`src/sv/copd_pkg.sv`:
```
// ----------------------------------------------------------------------------
// copd_pkg
// Shared types and codes for the circle overlap pair detector.
// ----------------------------------------------------------------------------
package copd_pkg;

  // Action codes carried by the input word
  localparam logic ACT_CHECK = 1'b0;
  localparam logic ACT_CLEAR = 1'b1;

  // Fixed widths of the result fields
  localparam int OUT_MASK_W = 16;
  localparam int OUT_SLOT_W = 4;

  // Control bits that travel down the cell row with each query
  typedef struct packed {
    logic valid;   // a query occupies this stage
    logic clear;   // query is a frame clear
    logic placed;  // object already took a slot upstream
  } copd_ctl_t;

endpackage : copd_pkg

```
`src/sv/copd_cell.sv`:
```
// ----------------------------------------------------------------------------
// copd_cell
// One slot of the object store. Compares the passing query with its stored
// circle (squares registered, compare made from the registered squares),
// claims the query when empty, and hands the query to the next cell.
// ----------------------------------------------------------------------------
module copd_cell
  import copd_pkg::*;
#(
  parameter int COORD_BITS  = 12,
  parameter int RADIUS_BITS = 8,
  parameter int MAX_OBJECTS = 16,
  parameter int SLOT_W      = 4,
  parameter int INDEX       = 0
) (
  input  logic                          clk,
  input  logic                          rst,
  input  logic                          en,
  input  copd_ctl_t                     ctl_in,
  input  logic signed [COORD_BITS-1:0]  x_in,
  input  logic signed [COORD_BITS-1:0]  y_in,
  input  logic        [RADIUS_BITS-1:0] r_in,
  input  logic        [MAX_OBJECTS-1:0] mask_in,
  input  logic        [MAX_OBJECTS-1:0] hit_in,
  input  logic        [SLOT_W-1:0]      slot_in,
  output copd_ctl_t                     ctl_out,
  output logic signed [COORD_BITS-1:0]  x_out,
  output logic signed [COORD_BITS-1:0]  y_out,
  output logic        [RADIUS_BITS-1:0] r_out,
  output logic        [MAX_OBJECTS-1:0] mask_out,
  output logic        [MAX_OBJECTS-1:0] hit_out,
  output logic        [SLOT_W-1:0]      slot_out
);

  localparam int SQ_W   = 2 * COORD_BITS;
  localparam int PROD_W = 2 * COORD_BITS + 2;
  localparam int LIM_W  = RADIUS_BITS + 1;
  localparam int LSQ_W  = 2 * LIM_W;
  localparam int CMP_W  = (SQ_W + 1 > LSQ_W) ? SQ_W + 1 : LSQ_W;

  // stored circle
  logic signed [COORD_BITS-1:0]  obj_x;
  logic signed [COORD_BITS-1:0]  obj_y;
  logic        [RADIUS_BITS-1:0] obj_r;
  logic                          obj_valid;

  // registered squares of the query that just passed
  logic             cmp_valid;
  logic [SQ_W-1:0]  dx_sq;
  logic [SQ_W-1:0]  dy_sq;
  logic [LSQ_W-1:0] lim_sq;

  logic                        check;
  logic                        take;
  logic signed [COORD_BITS:0]  dx;
  logic signed [COORD_BITS:0]  dy;
  logic signed [PROD_W-1:0]    dx_full;
  logic signed [PROD_W-1:0]    dy_full;
  logic [LIM_W-1:0]            lim;
  logic [LSQ_W-1:0]            lim_full;
  logic [CMP_W-1:0]            dist_sq;
  logic                        hit;
  copd_ctl_t                   ctl_next;

  // differences and squares
  always_comb begin
    check    = ctl_in.valid & (ctl_in.clear == ACT_CHECK);
    take     = check & ~ctl_in.placed & ~obj_valid;
    dx       = {x_in[COORD_BITS-1], x_in} - {obj_x[COORD_BITS-1], obj_x};
    dy       = {y_in[COORD_BITS-1], y_in} - {obj_y[COORD_BITS-1], obj_y};
    dx_full  = PROD_W'(dx) * PROD_W'(dx);
    dy_full  = PROD_W'(dy) * PROD_W'(dy);
    lim      = LIM_W'(r_in) + LIM_W'(obj_r) + LIM_W'(1);
    lim_full = LSQ_W'(lim) * LSQ_W'(lim);
    ctl_next = '{valid: ctl_in.valid, clear: ctl_in.clear,
                 placed: ctl_in.placed | take};
  end

  // compare stage
  always_comb begin
    dist_sq = CMP_W'(dx_sq) + CMP_W'(dy_sq);
    hit     = cmp_valid & (dist_sq < CMP_W'(lim_sq));
    hit_out = '0;
    hit_out[INDEX] = hit;
  end

  // control state
  always_ff @(posedge clk) begin
    if (rst) begin
      obj_valid <= 1'b0;
      cmp_valid <= 1'b0;
      ctl_out   <= '0;
    end else if (en) begin
      ctl_out   <= ctl_next;
      cmp_valid <= check & obj_valid;
      if (ctl_in.valid && ctl_in.clear == ACT_CLEAR) begin
        obj_valid <= 1'b0;
      end else if (take) begin
        obj_valid <= 1'b1;
      end
    end
  end

  // payload and stored circle
  always_ff @(posedge clk) begin
    if (en) begin
      x_out    <= x_in;
      y_out    <= y_in;
      r_out    <= r_in;
      mask_out <= mask_in | hit_in;
      slot_out <= take ? SLOT_W'(INDEX) : slot_in;
      dx_sq    <= dx_full[SQ_W-1:0];
      dy_sq    <= dy_full[SQ_W-1:0];
      lim_sq   <= lim_full;
      if (take) begin
        obj_x <= x_in;
        obj_y <= y_in;
        obj_r <= r_in;
      end
    end
  end

endmodule : copd_cell

```
`config.mk`:
```
export PLATFORM = sky130hd
export DESIGN_NAME = copd_cell
export DESIGN_NICKNAME = d
export VERILOG_FILES = /design/src/sv/copd_pkg.sv /design/src/sv/copd_cell.sv
export SDC_FILE = /design/constraint.sdc
export NUM_CORES = 1
export LEC_CHECK = 0
export ABC_AREA = 1
export BUFFER_PORTS_ARGS = -buffer_cell sky130_fd_sc_hd__clkbuf_2
export CORE_AREA = 2 2 268 270
export CTS_CLUSTER_DIAMETER = 30
export DETAILED_ROUTE_END_ITERATION = 6
export DIE_AREA = 0 0 270 272
export HOLD_SLACK_MARGIN = 0.05
export PLACE_DENSITY = 0.43
export SYNTH_ARGS = -nofsm -noshare
export SYNTH_HDL_FRONTEND = slang
export SYNTH_SLANG_ARGS = --single-unit
```
`constraint.sdc`:
```
create_clock -name clk -period 16.4 [get_ports clk]
set_input_delay 2.46 -clock clk [delete_from_list [all_inputs] [get_ports clk]]
set_output_delay 2.46 -clock clk [all_outputs]
set_load 0.01 [all_outputs]
```
After elaboration in Yosys (flattened, before gate mapping). Cells that the tools add are included.

Register bits after elaboration: 155. Input bits: 74. Output and inout port bits: 71. Word-level logic and storage cells: 41.

Add/subtract/negate cells: 5. Multiply operators: 3. Order comparisons: 1. Muxes and demuxes: 2. Bitwise logic cells: 10. Reductions and logical operators: 4.

Operators with widths (number): multiplier 13 x 13 -> 24 bit (2); subtractor 12 x 12 -> 13 bit (2); adder 24 x 24 -> 25 bit (1); < comparator 25 x 18 -> 1 bit (1); multiplier 9 x 9 -> 18 bit (1); OR 16 bit (1); adder 8 x 8 -> 9 bit (1); adder 9 x 1 -> 9 bit, second input constant (1); bitwise AND 1 bit (5); AND reduction 2 bit (2); NOT 1 bit (3); 2-to-1 mux 1 bit (2); nonzero test 2 bit (1); logical AND 1 bit (1); OR 1 bit (1).

Logic depth before layout (Yosys ltp). Gate-level depths: netlist of run 1.

Depth in word-level cells: 6. Depth in mapped cells: 37. Mapped depth without buffers: 36.

Worst setup path after synthesis of run 1. No wires, ideal clock.

Path type: input to register. Start: in x_in[0]. End: reg dx_sq[19] (data pin). Arrival time: 8.364 ns. Path slack: 7.777 ns. Stages on the path: 31. Path through: inv_1 -> ha_1 -> fa_1 -> inv_1 -> nand3_1 -> nand2_2 -> nand3_2 -> nand2_4 -> xor2_4 -> inv_1 -> nor2_1 -> inv_1 -> fa_1 -> inv_1 -> fa_1 -> fa_1 -> fa_1 -> fa_1 -> inv_1 -> fa_1 -> inv_1 -> ha_1 -> nand2_1 -> nor2_1 -> nand4_1 -> nor2_1 -> nor2_1 -> o21ai_0 -> nand2_1 -> nand2_1 -> xor2_1.

Cells in the longest elaborated chain, start to end: 2.

Ends and longest elaborated chain: start, declared (RTL line copd_cell.sv:20) `input logic signed [COORD_BITS-1:0] x_in,`; subtractor 12 x 12 -> 13 bit (RTL line copd_cell.sv:69) `dx = {x_in[COORD_BITS-1], x_in} - {obj_x[COORD_BITS-1], obj_x};`; multiplier 13 x 13 -> 24 bit (RTL line copd_cell.sv:71) `dx_full = PROD_W'(dx) * PROD_W'(dx);`; net dx_full[19] (RTL line copd_cell.sv:57) `logic signed [PROD_W-1:0] dx_full;`; end signal, assigned (RTL line copd_cell.sv:112) `dx_sq <= dx_full[SQ_W-1:0];`; end, declared (RTL line copd_cell.sv:49) `logic [SQ_W-1:0] dx_sq;`.

The timed path passes the listed nets, and every way through them passes these cells. A chain may end at the register's enable or synchronous reset.

Final worst setup path of run 1.
Start: in x_in[0]. End: reg dx_sq[23] (data pin).

Same word-level chain as after synthesis.

==> results of run 1 <==
## logic make-up (layout without fill, tap and decap cells)
logic type / after synthesis / after routing / synth area share
adder cells (fa/ha/maj): 534 / 534 / 0.4273
flip-flops: 152 / 152 / 0.2154
XOR/XNOR: 101 / 101 / 0.04490
AND/OR/NAND/NOR: 689 / 689 / 0.1414
buffers and inverters: 607 / 735 / 0.1134
other: 1 / 16 / 0.0001789
AO/OA/AOI/OAI: 211 / 211 / 0.05743
## worst max-delay path: cells and delay by family
| kind | cells | cell delay, ns |
|---|---|---|
| fa+ha+maj | 9 | 4.10 |
| buf+inv | 8 | 0.90 |
| simple gates | 14 | 2.19 |
## area by class of cell
type | count | area [um2]
fill | 7389 | 47540
multi-input combinational | 1551 | 14120
sequential | 152 | 4514
inverter | 572 | 2150
tap | 950 | 1189
timing repair buffer | 132 | 674.4
clock buffer | 19 | 432.9
clock inverter | 12 | 126.4
## how the worst min path moves through the flow
| stage | depth (start not counted) | end | slack [ns] | start |
|---|---|---|---|---|
| floorplan | 2 | cmp_valid | 0.45 | obj_valid |
| global placement | 2 | cmp_valid | 0.47 | obj_valid |
| detailed placement | 2 | cmp_valid | 0.46 | obj_valid |
| CTS | 2 | cmp_valid | 0.48 | obj_valid |
| global route | 2 | ctl_out[1] | 0.53 | ctl_out[1] |
| finish | 2 | ctl_out[0] | 0.48 | ctl_out[0] |
## sequential cells by signal, summed over array words and instances, names as in the netlist
signal / cells
cmp_valid: 1
ctl_out: 3
dx_sq: 23
dy_sq: 23
lim_sq: 17
mask_out: 16
obj_r: 8
obj_valid: 1
obj_x: 12
obj_y: 12
r_out: 8
slot_out: 4
x_out: 12
y_out: 12
## through the flow
stage               hold WS, ns    util  std cells  instance area (um2)
finish                   0.4791  0.3281       3388                23210
global placement         0.4664  0.3201       3357                22650
floorplan                0.4464       -       2310                21010
global route             0.5265  0.3281       3388                23210
detailed placement       0.4601  0.3201       3357                22650
CTS                      0.4770  0.3281       3388                23210
## placed cells by master, fill, tap and decap left out, types with 3 or more instances in the layout
cell,instances
o21ai_0,45
inv_2,14
xor2_2,5
nor2_2,10
o31ai_1,4
nand3_1,56
or2_2,25
o21bai_1,10
o211ai_1,3
edfxtp_1,147
nand2_1,337
clkbuf_2,128
nand3b_1,3
a21oi_2,5
xor2_1,59
nor2_1,195
clkbuf_16,17
nor4_1,3
nor3_1,13
nand4_1,17
dfxtp_1,5
o21ai_1,7
fa_1,303
ha_1,231
nor2_4,6
xnor2_1,36
inv_1,553
buf_4,3
a21o_1,14
conb_1,16
clkinv_1,7
a21oi_1,107
a31oi_1,8
nand2_2,12
## routing by layer
layer	share of wire	vias up	global-route usage	routed length (um)
li1	-	7296	-	-
met1	0.47	7331	0.1867	23340
met2	0.48	253	0.2454	24050
met3	0.034	42	0.02416	1702
met4	0.017	0	0.04094	858
met5	0	-	0	0
==> results.md, run 1 <==
- # setup viols final: 0
- Final period utilization: 0.5771
- Clk buf depth: 2
- YS warnings: 0
- Final period demand of the worst path: 9.465 ns
- Worst min path class: flip-flop to flip-flop
- Syn Inst Count: 2295
- Row count: 98
- Top cell type by total area after synthesis: fa_1
- DRT antenna net count: 0
- Global-route wire length before repair: 83620 um
- Hold_buf cts: 0
- Initial antenna violation count: 0
- GRT overflow: 0
- Drc violations: 0
- Synthesized area: 20960 um2
- DRT Pass-1 Iters: 5
- Syn Area/Cell: 9.132 um2
- CP Launch Type: input port
- Detailed-route wire length: 49950 um
- CP peak stage delay: 0.78 ns
- Vias in the first global route: 16030
- H-tree depth: 4
- Clk slew on worst S/H paths: 0.06 ns
- Setup WS post-layout: 6.935 ns
- RePlAce Congestion: 0.8562
- Share of layout cells above drive strength 1: 0.1013
- Initial DRC Count: 622
- Synth top area share: 0.2894
- Commonest cells post-synth: inv_1, nand2_1, fa_1
- Critical-path top delay cell: fa_1
- DR vias/cell: 4.404
- RSZ-0062 raised after global routing: no
- Layout area overhead: 10.75%
- Tot GR Track Use: 0.1435
- Worst-Margin Slew: 1.011 ns
- FF-to-FF path depth: 29
- Worst r2r dst: dx_sq[23]
- Worst skew pair latency: 0.48 ns
- Diodes inserted: 0
- Post-synth ARST share: 0
- Synth cell types: 51
- CTS tree: yes
- Io pins: 145
- Achievable Freq: 105.7 MHz
- DR WL/cell: 14.74 um
- Status: complete, no violations
- Cts bufs inserted: 17
- Clock Tree Root: clkbuf_16
- WP data required: 16.62 ns
- CP Class: input port to flip-flop
- Die area: 73440 um2
- Max Slew Vio Count: 0
- Resize count post-CTS: 0
- Initial Utilization: 0.2962
- Predominant post-synthesis flop cell: edfxtp_1
- Clock Skew: 0.01715 ns
- Chip width: 270 um
- Via count: 14920
- Worst Path Max Fanout: 13
- Count of input and output buffers: 129
- Arr. time, crit path: 9.68 ns
- CTS Sinks: 152
- Reg-to-reg slack, setup: 8.67 ns
- Largest net degree at the start of global routing: 63
- Core area: 70750 um2
- Most frequent cell after synthesis: inv_1
- Total negative slack: 0 ns
- Setup Slack @ Placement: 6.466 ns
- Crit. End Element: flip-flop
- Worst Setup EP: dx_sq[23]
- Die height: 272 um
- Yosys reg bits: 152
- Worst r2r src: obj_x[0]
- Critical Path Source: x_in[0]
- Hold Vio Cnt, Final: 0
- Postcts setup bufs: 0
- Max-slew headroom: 0.3262
- Dpl hpwl: 42240 um
- Max Cap Viol: 0
- Sequential area share after synthesis: 0.2154
- Post-synth EDFFs: 147
- Nets@finish: 3034
- Synth top area cells: fa_1, edfxtp_1, ha_1, inv_1, nand2_1
Power of run 1 is left out: the tool's default activity adds up to more than one toggle a clock period on the data nets, which glitch-free logic cannot reach.
==> run 2, diff against run 1 <==
ABC_AREA = 0   (was 1)
CORE_AREA = 2 2 260 262   (was 2 2 268 270)
DIE_AREA = 0 0 262 264   (was 0 0 270 272)
clock period = 9.62 ns   (was 16.4 ns; I/O delays follow)
==> run 2 against run 1 <==
- global-route usage down 0.76 points
- critical path type unchanged
- worst setup slack got worse by 6.2 ns
- routed wire length shrank 12%
- highest routed layer unchanged
==> results.md, run 2 <==
- Status: complete, no violations
- Crit-path most repeated cell: fa_1
- # setup viols final: 0 (unchanged)
- Clock Skew: 0.01324 ns (-0.003906 ns)
- Most frequent cell after synthesis: inv_1
- Vias in the first global route: 14400 (-10%)
- Post-synth EDFFs: 147 (unchanged)
- Detailed-route wire length: 43730 um (-12%)
- Io pins: 145 (unchanged)
- Arr. time, crit path: 9.11 ns (-0.57 ns)
- Hold endpoint: ctl_out[2]
- DRT antenna net count: 0 (unchanged)
- Count of input and output buffers: 129 (unchanged)
- H-tree depth: 4 (unchanged)
- Synthesized area: 19810 um2 (-5.5%)
- Chip width: 262 um (-3.0%)
- Reg-to-reg slack, setup: 1.43 ns (-7.24 ns)
- Achievable Freq: 112.7 MHz
- Postcts setup bufs: 0 (unchanged)
- Cell family with most CP delay: adder cells
- RePlAce Congestion: 0.8206 (-4.2%)
- Max Slew Vio Count: 0 (unchanged)
- Synth top area cells: fa_1, edfxtp_1, ha_1, inv_1, xnor2_1
- DRT Pass-1 Iters: 4 (-1)
- Worst r2r src: obj_y[1]
- Hold_buf cts: 0 (unchanged)
- Initial DRC Count: 584 (-6.1%)
- DR WL/cell: 14.56 um (-1.2%)
- Global-route wire length before repair: 73640 um (-12%)
- FF-to-FF path depth: 30 (+3.4%)
- Drc violations: 0 (unchanged)
- WP data required: 9.85 ns (-6.77 ns)
- Row count: 95 (-3.1%)
- CTS tree: yes
- Clk slew on worst S/H paths: 0.07 ns (about the same)
- CP Class: input port to flip-flop
- GRT overflow: 0 (unchanged)
- Syn Inst Count: 1956 (-15%)
- Core area: 66560 um2 (-5.9%)
- Via count: 13330 (-11%)
- Diodes inserted: 0 (unchanged)
- Initial Utilization: 0.2976 (+0.001356)
- Predominant post-synthesis flop cell: edfxtp_1
- Final period utilization: 0.9223
- Worst Hold Launch: ctl_out[2]
- Critical-path top delay cell: fa_1
- YS warnings: 0 (unchanged)
- Critical Path Source: y_in[1]
- Yosys reg bits: 152 (unchanged)
- Worst min path class: flip-flop to flip-flop
- CP Launch Type: input port
- Commonest cells post-synth: inv_1, fa_1, ha_1
- Tot GR Track Use: 0.1359 (-0.007583)
- Worst skew pair latency: 0.49 ns (about the same)
- Top cell type by total area after synthesis: fa_1
- Clk buf depth: 2 (unchanged)
- Crit. End Element: flip-flop
- Worst-Margin Slew: 1.016 ns (+0.005042 ns)
- Cts bufs inserted: 17 (unchanged)
- Max Cap Viol: 0 (unchanged)
- Die area: 69170 um2 (-5.8%)
- Sequential area share after synthesis: 0.2279 (+0.01250)
- Clock Tree Root: clkbuf_16
- Resize count post-CTS: 0 (unchanged)
- Commonest cells after routing, fill and taps aside: inv_1, fa_1, ha_1
- Post-synth ARST share: 0 (unchanged)
- CP bufs+invs: 6 (-2)
- Registers with the most flip-flops: dx_sq: 23 flops, dy_sq: 23 flops, lim_sq: 17 flops
- Commonest non-fill, non-tap cell in the layout: inv_1
- Syn Area/Cell: 10.13 um2 (+11%)
- Largest net degree at the start of global routing: 67 (+6.3%)
- Layout area overhead: 12.30%
- Total negative slack: 0 ns (unchanged)
- Die height: 264 um (-2.9%)
- Synth top area share: 0.3062 (+0.01680)
- RSZ-0062 raised after global routing: no
- Max-slew headroom: 0.3133 (-0.01290)
- Synth cell types: 64 (+25%)
- Fill cells: 6896 (-6.7%)
- Share of layout cells above drive strength 1: 0.1108 (+0.009486)
- Worst r2r dst: dy_sq[22]
- Final period demand of the worst path: 8.872 ns
- Hold Vio Cnt, Final: 0 (unchanged)
- Hold-critical path depth: 2 (unchanged)
- CP peak stage delay: 0.55 ns (-0.23 ns)
- Dpl hpwl: 36190 um (-14%)
- Nets@finish: 2725 (-10%)
- Worst Path Max Fanout: 7 (-6)
- CTS Sinks: 152 (unchanged)
- Initial antenna violation count: 1 (+1)
- DR vias/cell: 4.438 (+0.75%)
==> run 2: changes by cell type after synthesis, moves of 21 or more <==
| cell | change |
|---|---|
| inv_1 | -92 |
| nand3_1 | -39 |
| nor2_1 | -27 |
| a21oi_1 | -54 |
| nand2b_1 | +21 |
| xor2_1 | -29 |
| nand2_1 | -206 |
| xnor2_1 | +48 |
==> run 2: cell type report <==
type / count / area (um2) / share of cell area
flip-flops and latches: 152 / 4514 / 0.2029
repair buffers: 162 / 899.6 / 0.04044
inverters: 471 / 1768 / 0.07948
well taps: 873 / 1092 / 0.04911
multi-input cells: 1313 / 13390 / 0.6020
clock inverters: 14 / 148.9 / 0.006694
clock buffers: 18 / 429.2 / 0.01929
==> run 2: logic make-up (layout without fill, tap and decap cells) <==
| logic type | after synthesis | in the layout | synth area share |
|---|---|---|---|
| and+or+nand+nor | 458 | 458 | 0.1056 |
| xor gates and xnor gates | 114 | 114 | 0.05041 |
| AOI/OAI and AO/OA | 188 | 188 | 0.06329 |
| muxes | 3 | 3 | 0.001579 |
| adders and majority gates | 534 | 534 | 0.4522 |
| DFF | 152 | 152 | 0.2279 |
| buffers and inverters | 506 | 665 | 0.09892 |
| other | 1 | 16 | 0.0001893 |
==> run 2: worst min-delay path, stage by stage (launching register included) <==
cell and delay, ns:
dfxtp_1 0.31, nand2b_1 0.07, a21oi_1 0.06
==> run 2: stage by stage <==
stage	instances	worst slack, ns	cell area (um2)	util	hold WS (ns)
4_1_cts	3003	0.8293	22240	0.3342	0.4923
2_1_floorplan	1971	1.147	19860	-	0.4403
3_3_place_gp	2971	0.4657	21670	0.3255	0.4602
3_5_place_dp	2971	0.3116	21670	0.3255	0.4806
6_report	3003	0.7478	22240	0.3342	0.4907
5_1_grt	3003	0.1704	22240	0.3342	0.5161
==> run 2: layer usage <==
| layer | global-route usage | wire length (um) |
|---|---|---|
| met5 | 0 | 0 |
| met4 | 0.04031 | 717 |
| met3 | 0.01833 | 1459 |
| met2 | 0.2243 | 20960 |
| met1 | 0.1851 | 20590 |
==> run 2: worst max-delay path by stage <==
stage,endpoint,slack (ns),cells past startpoint
6_report,dy_sq[22],0.75,30
3_5_place_dp,dx_sq[23],0.31,30
3_3_place_gp,dy_sq[22],0.47,31
5_1_grt,dy_sq[22],0.17,30
2_1_floorplan,dy_sq[22],1.15,28
4_1_cts,dy_sq[22],0.83,31
Power of run 2 is left out for the same reason.
==> run 3, diff against run 2 <==
clock period = 9.8 ns   (was 9.62 ns; I/O delays follow)
==> run 3 against run 2 <==
- die area is the same
- count of clock-buffer cells in the layout decreased by 1
- via count fell by 0.32%
- clock skew shrank 0.0025 ns
- first-iteration DRC count shrank 5.5%
- non-clock buffer count down 3
- critical path type unchanged
- flip-flop and latch count unchanged
- worst hold slack got worse by 0.0034 ns
- global-route usage about the same
==> results.md, run 3 (same netlist as run 2, synthesis figures left out) <==
- Status: complete, no violations
- Arr. time, crit path: 9.22 ns (+0.11 ns)
- Layout area overhead: 12.06%
- WHS: 0.4873 ns (-0.003432 ns)
- Crit-path most repeated cell: fa_1
- Registers with the most flip-flops: dx_sq: 23 flops, dy_sq: 23 flops, lim_sq: 17 flops
- DR vias/cell: 4.428 (-0.22%)
- Vias in the first global route: 14420 (+0.13%)
- Worst r2r dst: dy_sq[22]
- Hold_buf cts: 0 (unchanged)
- Total negative slack: 0 ns (unchanged)
- Clock Skew: 0.01071 ns (-0.002533 ns)
- Initial Utilization: 0.2976 (unchanged)
- Core area: 66560 um2 (unchanged)
- CTS Sinks: 152 (unchanged)
- Post-route cell area: 22200 um2 (-0.21%)
- Io pins: 145 (unchanged)
- Count of input and output buffers: 129 (unchanged)
- Clk buf depth: 2 (unchanged)
- CP Launch Type: input port
- Row count: 95 (unchanged)
- CTS tree: yes
- Largest net degree at the start of global routing: 62 (-7.5%)
- DRT antenna net count: 0 (unchanged)
- Hold-critical path depth: 2 (unchanged)
- CP peak stage delay: 0.55 ns (about the same)
- Postcts setup bufs: 0 (unchanged)
- Share of layout cells above drive strength 1: 0.1100 (-0.0007840)
- Nets@finish: 2722 (-0.11%)
- Final period demand of the worst path: 8.989 ns
- RSZ-0062 raised after global routing: no
- Clock Tree Root: clkbuf_16
- Hold endpoint: ctl_out[2]
- Hold Vio Cnt, Final: 0 (unchanged)
- Max-slew headroom: 0.2979 (-0.01545)
- FF-to-FF path depth: 30 (unchanged)
- Setup WS post-layout: 0.8110 ns (+0.06324 ns)
- Worst min path class: flip-flop to flip-flop
- Worst skew pair latency: 0.48 ns (about the same)
- Setup Slack @ Placement: 0.3736 ns (+0.06206 ns)
- Achievable Freq: 111.2 MHz
- DR WL/cell: 14.47 um (-0.63%)
- Worst-Margin Slew: 1.039 ns (+0.02285 ns)
- Crit. End Element: flip-flop
- Die height: 264 um (unchanged)
- WP data required: 10.03 ns (+0.18 ns)
- Initial DRC Count: 552 (-5.5%)
- # setup viols final: 0 (unchanged)
- Max Slew Vio Count: 0 (unchanged)
- GRT overflow: 0 (unchanged)
- Commonest non-fill, non-tap cell in the layout: inv_1
- Worst Hold Launch: ctl_out[2]
- H-tree depth: 4 (unchanged)
- CP Class: input port to flip-flop
- DRT Pass-1 Iters: 5 (+1)
- Diodes inserted: 0 (unchanged)
- Cts bufs inserted: 17 (unchanged)
- Initial antenna violation count: 2 (+1)
- Reg-to-reg slack, setup: 1.56 ns (+0.13 ns)
- Critical-path top delay cell: fa_1
- Detailed-route wire length: 43410 um (-0.73%)
- Die area: 69170 um2 (unchanged)
- Chip width: 262 um (unchanged)
- Dpl hpwl: 35690 um (-1.4%)
- Worst Path Max Fanout: 7 (unchanged)
- Resize count post-CTS: 0 (unchanged)
- Via count: 13280 (-0.32%)
- Global-route wire length before repair: 73710 um (about the same)
- Final period utilization: 0.9172
- Worst r2r src: obj_y[1]
- Placed standard-cell area: 21640 um2 (-0.10%)
- Drc violations: 0 (unchanged)
- Tot GR Track Use: 0.1355 (-0.0004281)
- RePlAce Congestion: 0.8249 (+0.52%)
- Commonest cells after routing, fill and taps aside: inv_1, fa_1, ha_1
- Max Cap Viol: 0 (unchanged)
- Clk slew on worst S/H paths: 0.07 ns (about the same)
-- run 3: cell count changes in the layout (fill, tap and decap cells not counted) --
cell and change:
buf_4 -3, clkinv_2 +2, bufinv_16 -1, clkbuf_1 -1, clkinv_4 +1, inv_6 -1
-- run 3: per-layer routing --
layer / GRT usage / up-vias / wire (um) / share of wire
met1: 0.1877 / 6599 / 20890 / 0.48
met2: 0.2216 / 201 / 20520 / 0.47
li1: - / 6449 / - / -
met4: 0.03512 / 0 / 608 / 0.014
met5: 0 / - / 0 / 0
met3: 0.01919 / 35 / 1393 / 0.032
-- run 3: worst max-delay path, delay by kind of cell --
kind / cells / cell delay (ns)
compound gates: 11 / 2.67
xor+xnor: 1 / 0.13
fa+ha+maj: 8 / 3.34
buf+inv: 6 / 0.84
simple gates: 4 / 0.75
-- run 3: how the worst max path moves through the flow --
stage / cells past startpoint / to / start
floorplan: 28 / dy_sq[22] / y_in[0]
global placement: 30 / dy_sq[22] / y_in[1]
detailed placement: 30 / dy_sq[22] / y_in[1]
CTS: 30 / dy_sq[22] / y_in[1]
global route: 30 / dy_sq[22] / y_in[1]
finish: 30 / dy_sq[22] / y_in[1]
-- run 3: through the flow --
stage / utilization / cells
after global placement: 0.3252 / 2968
after global routing: 0.3335 / 3000
final: 0.3335 / 3000
after CTS: 0.3335 / 3000
after floorplan: - / 1971
after detailed placement: 0.3252 / 2968
-- run 3: final cells by class --
cell class,instances,area (um2)
inverter,471,1768
multi-input combinational,1313,13390
clock buffer,17,425.4
timing repair buffer,159,877.1
sequential,152,4514
tap,873,1092
fill,6888,44370
clock inverter,15,128.9
Power of run 3 is left out for the same reason.
